**src/rtl/core/crs_pkg.sv**
```systemverilog
// ----------------------------------------------------------------------------
// crs_pkg: spline evaluator shared types and constants
// Fixed-point formats, internal widths and the payload structs.
// ----------------------------------------------------------------------------
`default_nettype none

package crs_pkg;

    // Control values and result, signed with 16 fraction bits
    localparam int POINT_WIDTH   = 32;
    // Position and tension, unsigned Q1.15
    localparam int POS_WIDTH     = 16;
    localparam int TENSION_WIDTH = 16;
    localparam int FRAC_SHIFT    = 15;
    localparam int ROUND_SHIFT   = 4 * FRAC_SHIFT;

    localparam logic [TENSION_WIDTH-1:0] TENSION_RESET = 16'd16384;

    // Coefficient widths (scaled by 2^15)
    localparam int C2_W = POINT_WIDTH + 18;
    localparam int C3_W = POINT_WIDTH + 21;
    localparam int C4_W = POINT_WIDTH + 20;

    // Horner accumulator widths, exact for any input
    localparam int ACC1_W = POINT_WIDTH + 38;
    localparam int ACC2_W = POINT_WIDTH + 56;
    localparam int ACC3_W = POINT_WIDTH + 74;

    localparam logic signed [POINT_WIDTH-1:0] POINT_MAX = {1'b0, {(POINT_WIDTH-1){1'b1}}};
    localparam logic signed [POINT_WIDTH-1:0] POINT_MIN = {1'b1, {(POINT_WIDTH-1){1'b0}}};

    typedef struct packed {
        logic        [POS_WIDTH-1:0]   curve_pos;
        logic signed [POINT_WIDTH-1:0] point_before;
        logic signed [POINT_WIDTH-1:0] point_start;
        logic signed [POINT_WIDTH-1:0] point_end;
        logic signed [POINT_WIDTH-1:0] point_after;
    } crs_in_t;

    typedef struct packed {
        logic signed [POINT_WIDTH-1:0] curve_value;
        logic                          saturated;
    } crs_out_t;

    typedef struct packed {
        logic        [POS_WIDTH-1:0]   u;
        logic signed [POINT_WIDTH-1:0] p1;
        logic signed [C2_W-1:0]        c2;
        logic signed [C3_W-1:0]        c3;
        logic signed [C4_W-1:0]        c4;
    } crs_coef_t;

endpackage

`default_nettype wire

```
**src/rtl/core/crs_round_sat.sv**
```systemverilog
// ----------------------------------------------------------------------------
// crs_round_sat: round to 16 fraction bits and saturate
// Adds half an LSB, drops the fraction, clips to the point range.
// ----------------------------------------------------------------------------
`default_nettype none

module crs_round_sat (
    input  logic                              clk,
    input  logic                              rst_n,
    input  logic                              in_valid,
    input  logic signed [crs_pkg::ACC3_W-1:0] acc,
    output logic                              done,
    output crs_pkg::crs_out_t                 result
);
    import crs_pkg::*;

    localparam int S_W    = ACC3_W + 1;
    localparam int R_W    = S_W - ROUND_SHIFT;
    localparam int PW_TOP = POINT_WIDTH - 1;
    localparam logic [S_W-1:0] HALF = S_W'(1) << (ROUND_SHIFT - 1);

    logic [S_W-1:0]        sum;
    logic [R_W-1:0]        rounded;
    logic [R_W-PW_TOP-1:0] top_bits;
    logic                  in_range;
    crs_out_t              result_next, result_reg;
    logic                  done_reg;

    // Round half up, then range check on the sign bit and the bits above it
    always_comb
    begin
        sum      = S_W'(acc) + HALF;
        rounded  = sum[S_W-1:ROUND_SHIFT];
        top_bits = rounded[R_W-1:PW_TOP];
        in_range = (&top_bits) | ~(|top_bits);
        if (in_range)
        begin
            result_next.curve_value = $signed(rounded[POINT_WIDTH-1:0]);
            result_next.saturated   = 1'b0;
        end
        else
        begin
            result_next.curve_value = rounded[R_W-1] ? POINT_MIN : POINT_MAX;
            result_next.saturated   = 1'b1;
        end
    end

    always_ff @(posedge clk or negedge rst_n)
    begin
        if (!rst_n)
            done_reg <= 1'b0;
        else
            done_reg <= in_valid;
    end

    always_ff @(posedge clk)
    begin
        result_reg <= result_next;
    end

    assign done   = done_reg;
    assign result = result_reg;

endmodule

`default_nettype wire

```
**config.mk**
```make
export PLATFORM = sky130hd
export DESIGN_NAME = crs_round_sat
export DESIGN_NICKNAME = d
export VERILOG_FILES = /design/src/rtl/core/crs_pkg.sv /design/src/rtl/core/crs_round_sat.sv
export SDC_FILE = /design/constraint.sdc
export NUM_CORES = 1
export LEC_CHECK = 0
export ABC_AREA = 1
export BUFFER_PORTS_ARGS = -buffer_cell sky130_fd_sc_hd__buf_2
export CORE_MARGIN = 8
export CORE_UTILIZATION = 46
export CTS_CLUSTER_SIZE = 10
export DETAILED_ROUTE_END_ITERATION = 8
export PLACE_DENSITY = 0.9
export RECOVER_POWER = 50
export SLEW_MARGIN = 20
export SYNTH_ARGS = -nofsm -noshare
export SYNTH_HDL_FRONTEND = slang
export SYNTH_SLANG_ARGS = --single-unit
```
**constraint.sdc**
```tcl
create_clock -name clk -period 0.8 [get_ports clk]
set_clock_uncertainty 0.2 [all_clocks]
set_input_delay 0 -clock clk [delete_from_list [all_inputs] [get_ports clk]]
set_output_delay 0 -clock clk [all_outputs]
set_load 0.05 [all_outputs]
```
==> impl_results.md, run 1 <==
- Deepest clock path buffer count: 2
- Stopped at: global routing
- Synth Area in Adders: less than 1%
- GPL Wtd Cong: 1.062
- Die W: 92.22 um
- Most frequent cell after synthesis: nand2_1
- Synth top area cells: nand2_1 29%, dfxtp_1 25%, nor2_1 11%
- Hpwl dp: ~8500 um
- Avg Inst Size Synth: 5.810 sq um
- Worst-path end type: register data pin
- Row cnt: 27
- Gr usage total: 58.99%
- Starting Density: 47.95%
- Unique masters post-synth: 20
- Ports: 143
- Grt total ovfl: 8
- Post-Syn Nets: 570
- Total CTS buffers: 5
- Xor/xnor share of the synthesized area: 9.831%
- Largest family of logic cells by synthesized area: simple AND/OR/NAND/NOR gates
- Post-synth top cells: 207 x nand2_1, 80 x nor2_1, 34 x inv_1
- Die height: ~90 um
- Run Error: [ERROR GRT-0232] Routing congestion too high. Check the congestion heatmap in the GUI.
- Netlist Area Pre-Place: about 2700 sq um
- Count of flip-flops with a built-in enable after synthesis: 0
- Worst EP post-GRT repair: result[27]$_DFF_P_/D
- Syn Inst Count: 460
- Post-synthesis mux area share: 0%
- Outcome: aborted with a tool error
- Number of placed cells counting well taps: between 700 and 800
- Share of the synthesized area in the top cell type: 29.07%
- Input/output buffers: 83
- Asr flop ratio synth: 2.941%
- Clock Sinks: 34
- Seq cells post-synth: 34
- Syn. warnings: 0
- Area leader, netlist: nand2_1
- Largest net degree at the start of global routing: 24
- Simple-gate share of the synthesized area: 56.55%
- Top FF cell, synth: dfxtp_1
- Compound-gate portion of the synthesized area: 0.1873%
- Sequential element share of the synthesized area: about a quarter
- CTS HTree Levels: 2
- CTS root buffer: clkbuf_8
[metal layers]
layer / overflow / GRT usage, %
met1: 0 / 58.21
met2: 3 / 72.41
met3: 0 / 52.40
met4: 5 / 50.47
met5: 0 / 20.83
[timing repair]
item,in CTS
gates cloned,2
pin swaps,6
hold buffers,2
resized for setup,184
hold endpoints to repair,33
buffers inserted,17
setup endpoints to repair,67
[kinds of logic after synthesis]
logic type	count (synthesis)
xor gates and xnor gates	30
DFF	34
AOI/OAI and AO/OA	1
and+or+nand+nor	354
adders and majority gates	1
buffers and inverters	40
[stage by stage]
step	util, %	worst slack (ns)	area [sq um]	setup TNS, ns
floorplan	-	-0.9472	2718	-30.40
global placement	70.35	-1.276	3921	-41.07
detailed placement	70.35	-1.374	3921	-43.75
CTS	86.35	-0.9926	4813	-37.23
==> run 2: changes to the inputs <==
- CORE_UTILIZATION: 46 -> 35
- CTS_CLUSTER_SIZE: 10 -> unset
- PLACE_DENSITY: 0.9 -> unset
- PLACE_DENSITY_LB_ADDON: unset -> 0.15
==> impl_results.md, run 2 <==
- Outcome: complete, but fails checks
- Failing checks: negative hold slack, negative setup slack
- Avg Inst Size Synth: 5.810 sq um
- Crit path launch type: input pin
- Max Cap Viol: 0
- Unique masters post-synth: 20
- Design area: 5140 sq um
- Gr usage total: 20.29%
- Starting Density: about a third
- Clock share of power: 35.7%
- Met1 GRT Util: 23.88%
- Input/output buffers: 83
- Fmax: 557.0 MHz
- Post-route DRC violation count: 0
- Vias in the first global route: 3575
- Leading cell type in the layout, fill and taps excluded: nand2_1
- Final Hold Fails: 32
- Synth top area cells: nand2_1 29%, dfxtp_1 25%, nor2_1 11%
- Fin util: about 68%
- Post-Syn Nets: 570
- Period utilization: 224.4%
- Final WL: between 10000 and 15000 um
- Post-Place Worst Slack: -1.349 ns
- Die W: between 100 and 150 um
- Total power draw: 5.490 mW
- Syn Inst Count: 460
- RSZ-0062 raised after global routing: true
- Clock Sinks: 34
- Kind of end point of the critical path: register
- Wire per inst: between 10 and 15 um
- Multi-input logic area: 2186 sq um
- Setup WS post-layout: -0.9954 ns
- Share of cells above drive strength 1: 55.69%
- Deepest clock path buffer count: 2
- Max transition margin: 79.41%
- Number of placed cells counting well taps: 745
- Post-synth top cells: 207 x nand2_1, 80 x nor2_1, 34 x inv_1
- Asr flop ratio synth: about 2.9%
- Mean number of vias per cell: 4.619
- Antenna-violating nets left: 0
- First-pass GRT wire length: 16790 um
- Area leader, netlist: nand2_1
- Final hold slack: -0.1840 ns
- Row cnt: 32
- Reg power frac: between 30% and 40%
- Count of flip-flops with a built-in enable after synthesis: 0
- Hpwl dp: 8289 um
- Most frequent cell after synthesis: nand2_1
- CTS tree: done
- Fin nets: 786
- Arr. time, crit path: 1.79 ns
- Leakage: 2.418 nW
- P_sw: 1.685 mW
- Fin cells: 779
- Pwr/cell area: 1068 nW/um^2
- Worst Path Class, Setup: in2reg
- GPL Wtd Cong: 0.9631
- Max reg flops: 33
- Die height: between 100 and 150 um
- Ant diodes: 0
- Hold WC Path Type: in2async
- Die ar.: around 11000 sq um
- P&R area growth vs syn: 92.32%
- Netlist Area Pre-Place: about 2700 sq um
- Largest net degree at the start of global routing: 20
- Pint: 3.805 mW
- CTS root buffer: clkbuf_8
- Initial antenna violation count: 0
- Critical Path Fanout Max: 6
- Sw frac: 30.69%
- GR Layer Usage met3: 2.610%
- Fillers: 654
- Core Region: roughly 7600 sq um
- Worst VDD drop: 1047 uV
- Seq cells post-synth: 34
- Max Slew Vio Count: 0
- Placed Area: 4014 sq um
- Clock-pin slew of the registers on the worst-case setup and hold paths: 0.08 ns
- Slew @ Worst Pin: 0.3065 ns
- Top FF cell, synth: dfxtp_1
- Ports: 143
- Initial DRC count: 122
- Syn. warnings: 0
- Via count: 3598
- Global Route met2 Usage: 36.59%
- Worst Path Required: about 0.79 ns
- Gr busiest metal: met2
- Commonest non-fill, non-tap cells in the layout: 160 x nand2_1, 126 x buf_4, 48 x nand2_2
- TNS Setup: -36.22 ns
- Final setup viols: 67
- Share of the synthesized area in the top cell type: 29.07%
- Total CTS buffers: 5
- Minimum clock period: between 1.5 and 2 ns
- CTS Hold Buffers Added: 2
- Grt total ovfl: 0
- Sequential standard cell area: around 730 sq um
- CTS HTree Levels: 2
- Combinational share of power: 30.5%
- Sequential element share of the synthesized area: between 20 and 30%
- First-pass DRT Iterations: 4
[run 2: cell counts after synthesis]
No cell type changed its count.
[run 2: cells by family (layout without fill, tap and decap cells)]
group,count (synthesis),in the layout,share of synthesized area (%)
and+or+nand+nor,354,354,56.55
buffers and inverters,40,257,7.303
DFF,34,34,25.66
xor gates and xnor gates,30,30,9.831
adders and majority gates,1,1,0.4681
AOI/OAI and AO/OA,1,1,0.1871
[run 2: final cells by class]
type / instances / share of cell area [%]
sequential: 34 / 14.14
clock inverter: 3 / 1.339
tap: 102 / 2.483
multi-input combinational: 386 / 42.53
clock buffer: 5 / 1.339
inverter: 34 / 2.483
timing repair buffer: 215 / 35.69
[run 2: power groups by stage]
stage | clock network [mW] | logic, mW | registers [mW]
2_1_floorplan | 0 | 0.364 | 2.16
4_1_cts | 1.99 | 1.57 | 1.85
3_5_place_dp | 0 | 1.29 | 1.84
6_report | 1.96 | 1.67 | 1.85
5_1_grt | 2.06 | 1.79 | 1.86
3_3_place_gp | 0 | 1.27 | 1.84
[run 2: per-layer routing]
metal / part of all wire (%) / up-vias
li1: - / 1845
met1: 41 / 1647
met2: 50 / 90
met3: 6.0 / 16
met4: 2.3 / 0
met5: 0 / -
[run 2: critical path, cell delays in order]
cell and delay [ns]:
buf_2 0.14, nand2_2 0.09, nor2_2 0.15, nand2_1 0.10
nor2_1 0.11, buf_4 0.15, nand3_1 0.07, nand2_1 0.06
nand2_1 0.05, nor2_1 0.14, nand2_1 0.07, nor2_1 0.11
nand2_2 0.11, nand3_4 0.15, buf_12 0.12, buf_16 0.11
nand2_2 0.04
[run 2: what timing repair did]
item,4_1_cts,5_1_grt
pin swaps,9,35
endpoints found under the hold margin,33,31
setup buffers,13,10
gates cloned,2,0
setup endpoints to repair,67,67
gates resized for setup,180,83
[run 2: final timing paths]
path / endpoint / startpoint / slack, ns
worst min-delay path: done / rst_n / -0.18
worst max-delay path: result[18] / acc[80] / -1.0
max in group asynchronous: done / rst_n / 0.48
min in group clk: result[1] / acc[59] / -0.17
(Power assumes the default switching activity.)
