`config.mk`:
```
export PLATFORM = sky130hd
export DESIGN_NAME = crs_horner_step
export DESIGN_NICKNAME = d
export VERILOG_FILES = /design/src/rtl/core/crs_pkg.sv /design/src/rtl/core/crs_horner_step.sv
export SDC_FILE = /design/constraint.sdc
export NUM_CORES = 2
export LEC_CHECK = 0
export ABC_CLOCK_PERIOD_IN_PS = 7830
export BUFFER_PORTS_ARGS = -buffer_cell sky130_fd_sc_hd__buf_2
export CAP_MARGIN = 15
export CELL_PAD_IN_SITES_DETAIL_PLACEMENT = 1
export CELL_PAD_IN_SITES_GLOBAL_PLACEMENT = 1
export CORE_ASPECT_RATIO = 0.75
export CORE_MARGIN = 5
export CORE_UTILIZATION = 54
export DETAILED_ROUTE_END_ITERATION = 10
export PLACE_DENSITY = 0.95
export SYNTH_ARGS = -nofsm -noshare
export SYNTH_HDL_FRONTEND = slang
export SYNTH_SLANG_ARGS = --single-unit
```
`constraint.sdc`:
```
create_clock -name clk -period 7.83 [get_ports clk]
set_input_delay 1.566 -clock clk [delete_from_list [all_inputs] [get_ports clk]]
set_output_delay 1.566 -clock clk [all_outputs]
set_load 0.1 [all_outputs]
```
`src/rtl/core/crs_pkg.sv`:
```
// ----------------------------------------------------------------------------
// crs_pkg: spline evaluator shared types and constants
// Fixed-point formats, internal widths and the payload structs.
// ----------------------------------------------------------------------------
`default_nettype none

package crs_pkg;

    // Control values and result, signed with 16 fraction bits
    localparam int POINT_WIDTH   = 32;
    // Position and tension, unsigned Q1.15
    localparam int POS_WIDTH     = 16;
    localparam int TENSION_WIDTH = 16;
    localparam int FRAC_SHIFT    = 15;
    localparam int ROUND_SHIFT   = 4 * FRAC_SHIFT;

    localparam logic [TENSION_WIDTH-1:0] TENSION_RESET = 16'd16384;

    // Coefficient widths (scaled by 2^15)
    localparam int C2_W = POINT_WIDTH + 18;
    localparam int C3_W = POINT_WIDTH + 21;
    localparam int C4_W = POINT_WIDTH + 20;

    // Horner accumulator widths, exact for any input
    localparam int ACC1_W = POINT_WIDTH + 38;
    localparam int ACC2_W = POINT_WIDTH + 56;
    localparam int ACC3_W = POINT_WIDTH + 74;

    localparam logic signed [POINT_WIDTH-1:0] POINT_MAX = {1'b0, {(POINT_WIDTH-1){1'b1}}};
    localparam logic signed [POINT_WIDTH-1:0] POINT_MIN = {1'b1, {(POINT_WIDTH-1){1'b0}}};

    typedef struct packed {
        logic        [POS_WIDTH-1:0]   curve_pos;
        logic signed [POINT_WIDTH-1:0] point_before;
        logic signed [POINT_WIDTH-1:0] point_start;
        logic signed [POINT_WIDTH-1:0] point_end;
        logic signed [POINT_WIDTH-1:0] point_after;
    } crs_in_t;

    typedef struct packed {
        logic signed [POINT_WIDTH-1:0] curve_value;
        logic                          saturated;
    } crs_out_t;

    typedef struct packed {
        logic        [POS_WIDTH-1:0]   u;
        logic signed [POINT_WIDTH-1:0] p1;
        logic signed [C2_W-1:0]        c2;
        logic signed [C3_W-1:0]        c3;
        logic signed [C4_W-1:0]        c4;
    } crs_coef_t;

endpackage

`default_nettype wire

```
`src/rtl/core/crs_horner_step.sv`:
```
// ----------------------------------------------------------------------------
// crs_horner_step: one Horner step, acc * u + (c << SHIFT)
// Stage a forms split partial products, stage b aligns and adds them.
// ----------------------------------------------------------------------------
`default_nettype none

module crs_horner_step #(
    parameter int A_W   = 52,
    parameter int C_W   = 53,
    parameter int SHIFT = 15,
    parameter int O_W   = 70
) (
    input  logic                          clk,
    input  logic                          rst_n,
    input  logic                          valid_in,
    input  logic signed [A_W-1:0]         acc_in,
    input  logic signed [C_W-1:0]         c_in,
    input  logic [crs_pkg::POS_WIDTH-1:0] u_in,
    output logic                          valid_out,
    output logic signed [O_W-1:0]         acc_out
);
    import crs_pkg::*;

    localparam int LO_W = A_W / 2;
    localparam int HI_W = A_W - LO_W;
    localparam int PL_W = LO_W + POS_WIDTH;
    localparam int PH_W = HI_W + POS_WIDTH + 1;

    logic [PL_W-1:0]        plo_next, plo_reg;
    logic signed [PH_W-1:0] phi_next, phi_reg;
    logic signed [C_W-1:0]  c_reg;
    logic signed [O_W-1:0]  acc_next, acc_reg;
    logic                   va_reg, vb_reg;

    // Stage a: low half unsigned, high half signed
    always_comb
    begin
        plo_next = PL_W'(acc_in[LO_W-1:0]) * PL_W'(u_in);
        phi_next = PH_W'($signed(acc_in[A_W-1:LO_W])) * PH_W'($signed({1'b0, u_in}));
    end

    // Stage b: recombine and add the aligned coefficient
    always_comb
    begin
        acc_next = (O_W'(phi_reg) <<< LO_W) + O_W'(plo_reg) + (O_W'(c_reg) <<< SHIFT);
    end

    always_ff @(posedge clk or negedge rst_n)
    begin
        if (!rst_n)
        begin
            va_reg <= 1'b0;
            vb_reg <= 1'b0;
        end
        else
        begin
            va_reg <= valid_in;
            vb_reg <= va_reg;
        end
    end

    always_ff @(posedge clk)
    begin
        plo_reg <= plo_next;
        phi_reg <= phi_next;
        c_reg   <= c_in;
        acc_reg <= acc_next;
    end

    assign valid_out = vb_reg;
    assign acc_out   = acc_reg;

endmodule

`default_nettype wire

```
-- Word-level counts from Yosys, hierarchy flattened
Cells that the tools add are included.
- bits in registers: 210
- input bits: 124
- output and inout port bits: 71
- word-level logic and storage cells: 10
- add/sub/neg operators: 2
- $mul: 2
- operators with widths (kind ; count):
    $add A69 B43 Y70 ; 1
    $add A70 B70 Y70 ; 1
    $mul A26 B17 Y43 ; 1
    $mul A26 B16 Y42 ; 1

-- Depth between registers and ports, before layout
- word-level depth: 2
- depth in mapped cells: 26
- depth with buffers taken out: 24

-- Worst setup path before layout
OpenSTA, ideal clock, no wires.
- path kind: input to register
- from: input u_in[2] (netlist bit)
- to: register phi_reg[41]
- setup time: 127 ps
- arrival: 7346 ps
- required time: 7703 ps
- path slack: 357 ps
- stages: 22
- buffers on the path: 2
- path through: clkbuf_1 > clkbuf_1 > nand2_1 > fa_1 > fa_1 > fa_1 > fa_1 > inv_1 > fa_1 > inv_1 > fa_1 > inv_1 > ha_1 > a21o_1 > a221o_1 > and2_1 > o211a_1 > o21ai_1 > o21ai_1 > a221oi_2 > o21ai_0 > xor2_1
- longest elaborated chain between the ends: 1
- ends and longest elaborated chain (what ; RTL line ; source):
    from (decl) ; crs_horner_step.sv:18 ; input logic [crs_pkg::POS_WIDTH-1:0] u_in,
    $mul A26 B17 Y43 ; crs_horner_step.sv:39 ; phi_next = PH_W'($signed(acc_in[A_W-1:LO_W])) * PH_W'($signed({1'b0, u_in}));
    named net phi_next[41] ; crs_horner_step.sv:30 ; logic signed [PH_W-1:0] phi_next, phi_reg;
    to (signal assigned) ; crs_horner_step.sv:65 ; phi_reg <= phi_next;
    to (decl) ; crs_horner_step.sv:30 ;
The timed path passes the listed nets, and every way through them passes these cells.

-- Worst setup path after layout
- from: input u_in[6] (netlist bit)
- to: register phi_reg[38]
The elaborated chain is that of the path after synthesis.

==> results.cfg <==
[status]
outcome = finished, final reports clean

[clock_network]
clk_root_buffer_cell = sky130_fd_sc_hd__clkbuf_16
tritoncts = yes
cts_made_buffers = 24
cts.clk_slew.worst_paths_ns = 0.07
ctsHoldBuffers = 0
clockBufferDepth = 3
clock_tree.htree_level_count = 1
cts.sinks = 210
insertion_delay_ns = 0.59

[worst_setup_path]
critical_path.max_fanout = 9
critPathRequiredTime_ns = 8.34
cpMostUsedCell = sky130_fd_sc_hd__fa_1
worst_setup_path_end_kind = register
slowest_delay_ns = 0.54
slowest_stage = sky130_fd_sc_hd__fa_1
timing.critical_path.arrival_ns = 8.27
worstSetupStartpointType = primary input
cpLargestDelayFamily = adder cells
worst-setup-path-type = in -> reg
crit_buf_inv = 9

[sta]
clock.fmax_ghz = 0.129
hold_viol = 0
slew_headroom_pct = 38.2
fin_skew_ns = 0.0168
timing_max_transition_violations_final = 0
min_period_ns = 7.77
setup_viol_count_final = 0
tightest_slew_ns = 0.922
final_min_period_over_clock_period_pct = 99.2
setup_tns_ns = 0
setup_ws_ns = 0.0626

[placed_design]
detailedPlace.worstSlack_ns = -1.20
place_hpwl_um = 110000
gp_routability_congestion = 0.901
port-buffer-count = 194

[drt]
route.met3.wl_um = 11300
detailroute.via_count = 30280
drtPass1Iterations = 5
vias_per_cell = 5.91
wl_met2_um = 66600
drt-met1-wl_um = 46900
dr.first_iter.drc_count = 2807
route.final.wire_length_um = 138000
route.antenna.remaining_nets = 0
routedWlPerCell_um = 26.9
top_layer = met5
drt_drc_violations_left = 0

[yosys]
synth-seq-cells = 210
post_synth_and_or_nand_nor_area_fraction_pct = 14.2
main_flop_type_after_synthesis = sky130_fd_sc_hd__dfxtp_1
synth_top_family_by_area = adder cells
synthesis.area_um2 = 36000
yosys-mux-area-fraction_pct = 0.0556
yosysUniqueCellTypes = 74
synth_area_per_cell_um2 = 9.21
synthesis.yosys.warnings = 0
synth_sequential_area_ratio_pct = 11.7
syn_nets = 5096
synth_edf_count = 0
synth_compound_gate_area_share_pct = 7.46
synth-xor-area-share_pct = 2.97
cell_count_after_synthesis = 3906
synthAdderAreaFrac_pct = 52.9
async_flop_share_pct = 0.952

[floorplanning]
std_cell_rows = 82
floorplan.die.height_um = 234
ioPinCount = 195
standard_cell_core_area_um2 = 66400
effective_utilization_at_floorplan_pct = 54.2
die-area_um2 = 71900
die-width_um = 308

[finish]
area_delta_synth_final_pct = 12.6
share_of_layout_cells_above_drive_strength_1_pct = 12.2
number_of_flip_flops_in_the_largest_register = 70
final_nets = 5408

[hold_path]
hold_class = reg -> reg

[global_route]
total_grt_overflow = 0
global_route.usage.total_pct = 38.3
grt_pass1_wl_um = 208000
grt_antenna_before_repair = 8
vias_in_the_first_global_route = 35941
grt_max_degree = 53

[flow_run]
maxCapViolations = 0
## metrics by stage
| step | hold WS (ns) | instance area (um2) | util [%] | cells |
|---|---|---|---|---|
| detailed placement | 0.313 | 39600 | 59.6 | 5073 |
| finish | 0.318 | 40500 | 61.0 | 5122 |
| floorplan | 0.310 | 36000 | - | 3906 |
| global placement | 0.311 | 39600 | 59.6 | 5073 |
| global route | 0.324 | 40500 | 61.0 | 5121 |
| CTS | 0.322 | 40400 | 60.9 | 5117 |
## metal layers
metal / track usage [%] / up-vias
met3: 8.47 / 899
met2: 65.0 / 1851
li1: - / 12343
met1: 42.3 / 15183
met4: 28.8 / 4
met5: 0 / -
## area by class of cell
cell class                      count  area (um2)
Antenna cell                        5        12.5
Clock buffer                       31         647
Clock inverter                     12         204
Fill cell                        7616       25900
Inverter                          871        3270
Multi-Input combinational cell   2667       28000
Sequential cell                   210        4210
Tap cell                          882        1100
Timing Repair Buffer              444        3100
## layout by cell type (no fill, tap or decap), types with 4 or more instances in the layout
cell type,count
sky130_fd_sc_hd__a31oi_1,8
sky130_fd_sc_hd__dfxtp_1,208
sky130_fd_sc_hd__diode_2,5
sky130_fd_sc_hd__clkbuf_16,24
sky130_fd_sc_hd__buf_4,232
sky130_fd_sc_hd__a211oi_1,17
sky130_fd_sc_hd__o21a_1,23
sky130_fd_sc_hd__buf_12,19
sky130_fd_sc_hd__xor2_1,38
sky130_fd_sc_hd__a21boi_0,6
sky130_fd_sc_hd__fa_1,755
sky130_fd_sc_hd__nand2b_1,11
sky130_fd_sc_hd__nand4_1,17
sky130_fd_sc_hd__inv_1,871
sky130_fd_sc_hd__a211o_1,5
sky130_fd_sc_hd__a21oi_2,5
sky130_fd_sc_hd__nor2_1,63
sky130_fd_sc_hd__a2111oi_0,5
sky130_fd_sc_hd__a21oi_1,117
sky130_fd_sc_hd__o211ai_1,4
sky130_fd_sc_hd__buf_2,190
sky130_fd_sc_hd__o21ai_1,15
sky130_fd_sc_hd__o21ai_0,67
sky130_fd_sc_hd__a21o_1,65
sky130_fd_sc_hd__nor3_1,12
sky130_fd_sc_hd__clkinv_2,4
sky130_fd_sc_hd__and3_1,10
sky130_fd_sc_hd__ha_1,310
sky130_fd_sc_hd__nand2_1,572
sky130_fd_sc_hd__bufinv_16,5
sky130_fd_sc_hd__xnor2_1,84
sky130_fd_sc_hd__nand3_1,19
sky130_fd_sc_hd__nor2b_1,16
sky130_fd_sc_hd__o21bai_1,21
sky130_fd_sc_hd__clkbuf_1,5
sky130_fd_sc_hd__and2_1,333
## cells by family after synthesis
| group | count (synthesis) |
|---|---|
| fa+ha+maj | 1066 |
| buf+inv | 1029 |
| simple gates | 1071 |
| xor+xnor | 122 |
| mux | 2 |
| flops | 210 |
| compound gates | 406 |
## final timing paths
kind / from / to / slack, ns / cells after the start
worst min register to register: plo_reg[2]$_DFF_P_ / acc_out[2]$_DFF_P_ / 0.32 / 0
max in group asynchronous: rst_n / valid_out$_DFF_PN0_ / 6.99 / 1
worst max-delay path: u_in[6] / phi_reg[38]$_DFF_P_ / 0.06 / 27
worst min-delay path: plo_reg[2]$_DFF_P_ / acc_out[2]$_DFF_P_ / 0.32 / 0
min in group asynchronous: rst_n / va_reg$_DFF_PN0_ / 0.74 / 1
worst max register to register: plo_reg[40]$_DFF_P_ / acc_out[69]$_DFF_P_ / 3.22 / 11
## cells in the mapped netlist (8+ instances only)
cell type,count,area [um2]
sky130_fd_sc_hd__xnor2_1,84,736
sky130_fd_sc_hd__xor2_1,38,333
sky130_fd_sc_hd__nor2b_1,16,100
sky130_fd_sc_hd__o21ai_1,15,75.1
sky130_fd_sc_hd__and2_1,333,2080
sky130_fd_sc_hd__dfxtp_1,208,4160
sky130_fd_sc_hd__a21o_1,65,488
sky130_fd_sc_hd__o21bai_1,21,158
sky130_fd_sc_hd__nor3_1,12,60.1
sky130_fd_sc_hd__a211oi_1,18,135
sky130_fd_sc_hd__o21a_1,23,173
sky130_fd_sc_hd__and3_1,10,62.6
sky130_fd_sc_hd__nor2_1,63,236
sky130_fd_sc_hd__a31oi_1,8,50.1
sky130_fd_sc_hd__nand2b_1,11,68.8
sky130_fd_sc_hd__nand2_1,572,2150
sky130_fd_sc_hd__inv_1,871,3270
sky130_fd_sc_hd__ha_1,310,3880
sky130_fd_sc_hd__a21oi_1,120,601
sky130_fd_sc_hd__nand4_1,17,106
sky130_fd_sc_hd__clkbuf_1,151,567
sky130_fd_sc_hd__fa_1,756,15100
sky130_fd_sc_hd__o21ai_0,69,345
sky130_fd_sc_hd__nand3_1,20,100
## repair_timing
action	CTS	global route
setup buffers	1	0
endpoints found under the setup margin	6	9
endpoints found under the hold margin	0	0
gates resized for setup	4	16
pin swaps	1	4
Power is not shown: default switching activity piles up to over one toggle a cycle in this logic, so the estimate is an artifact.
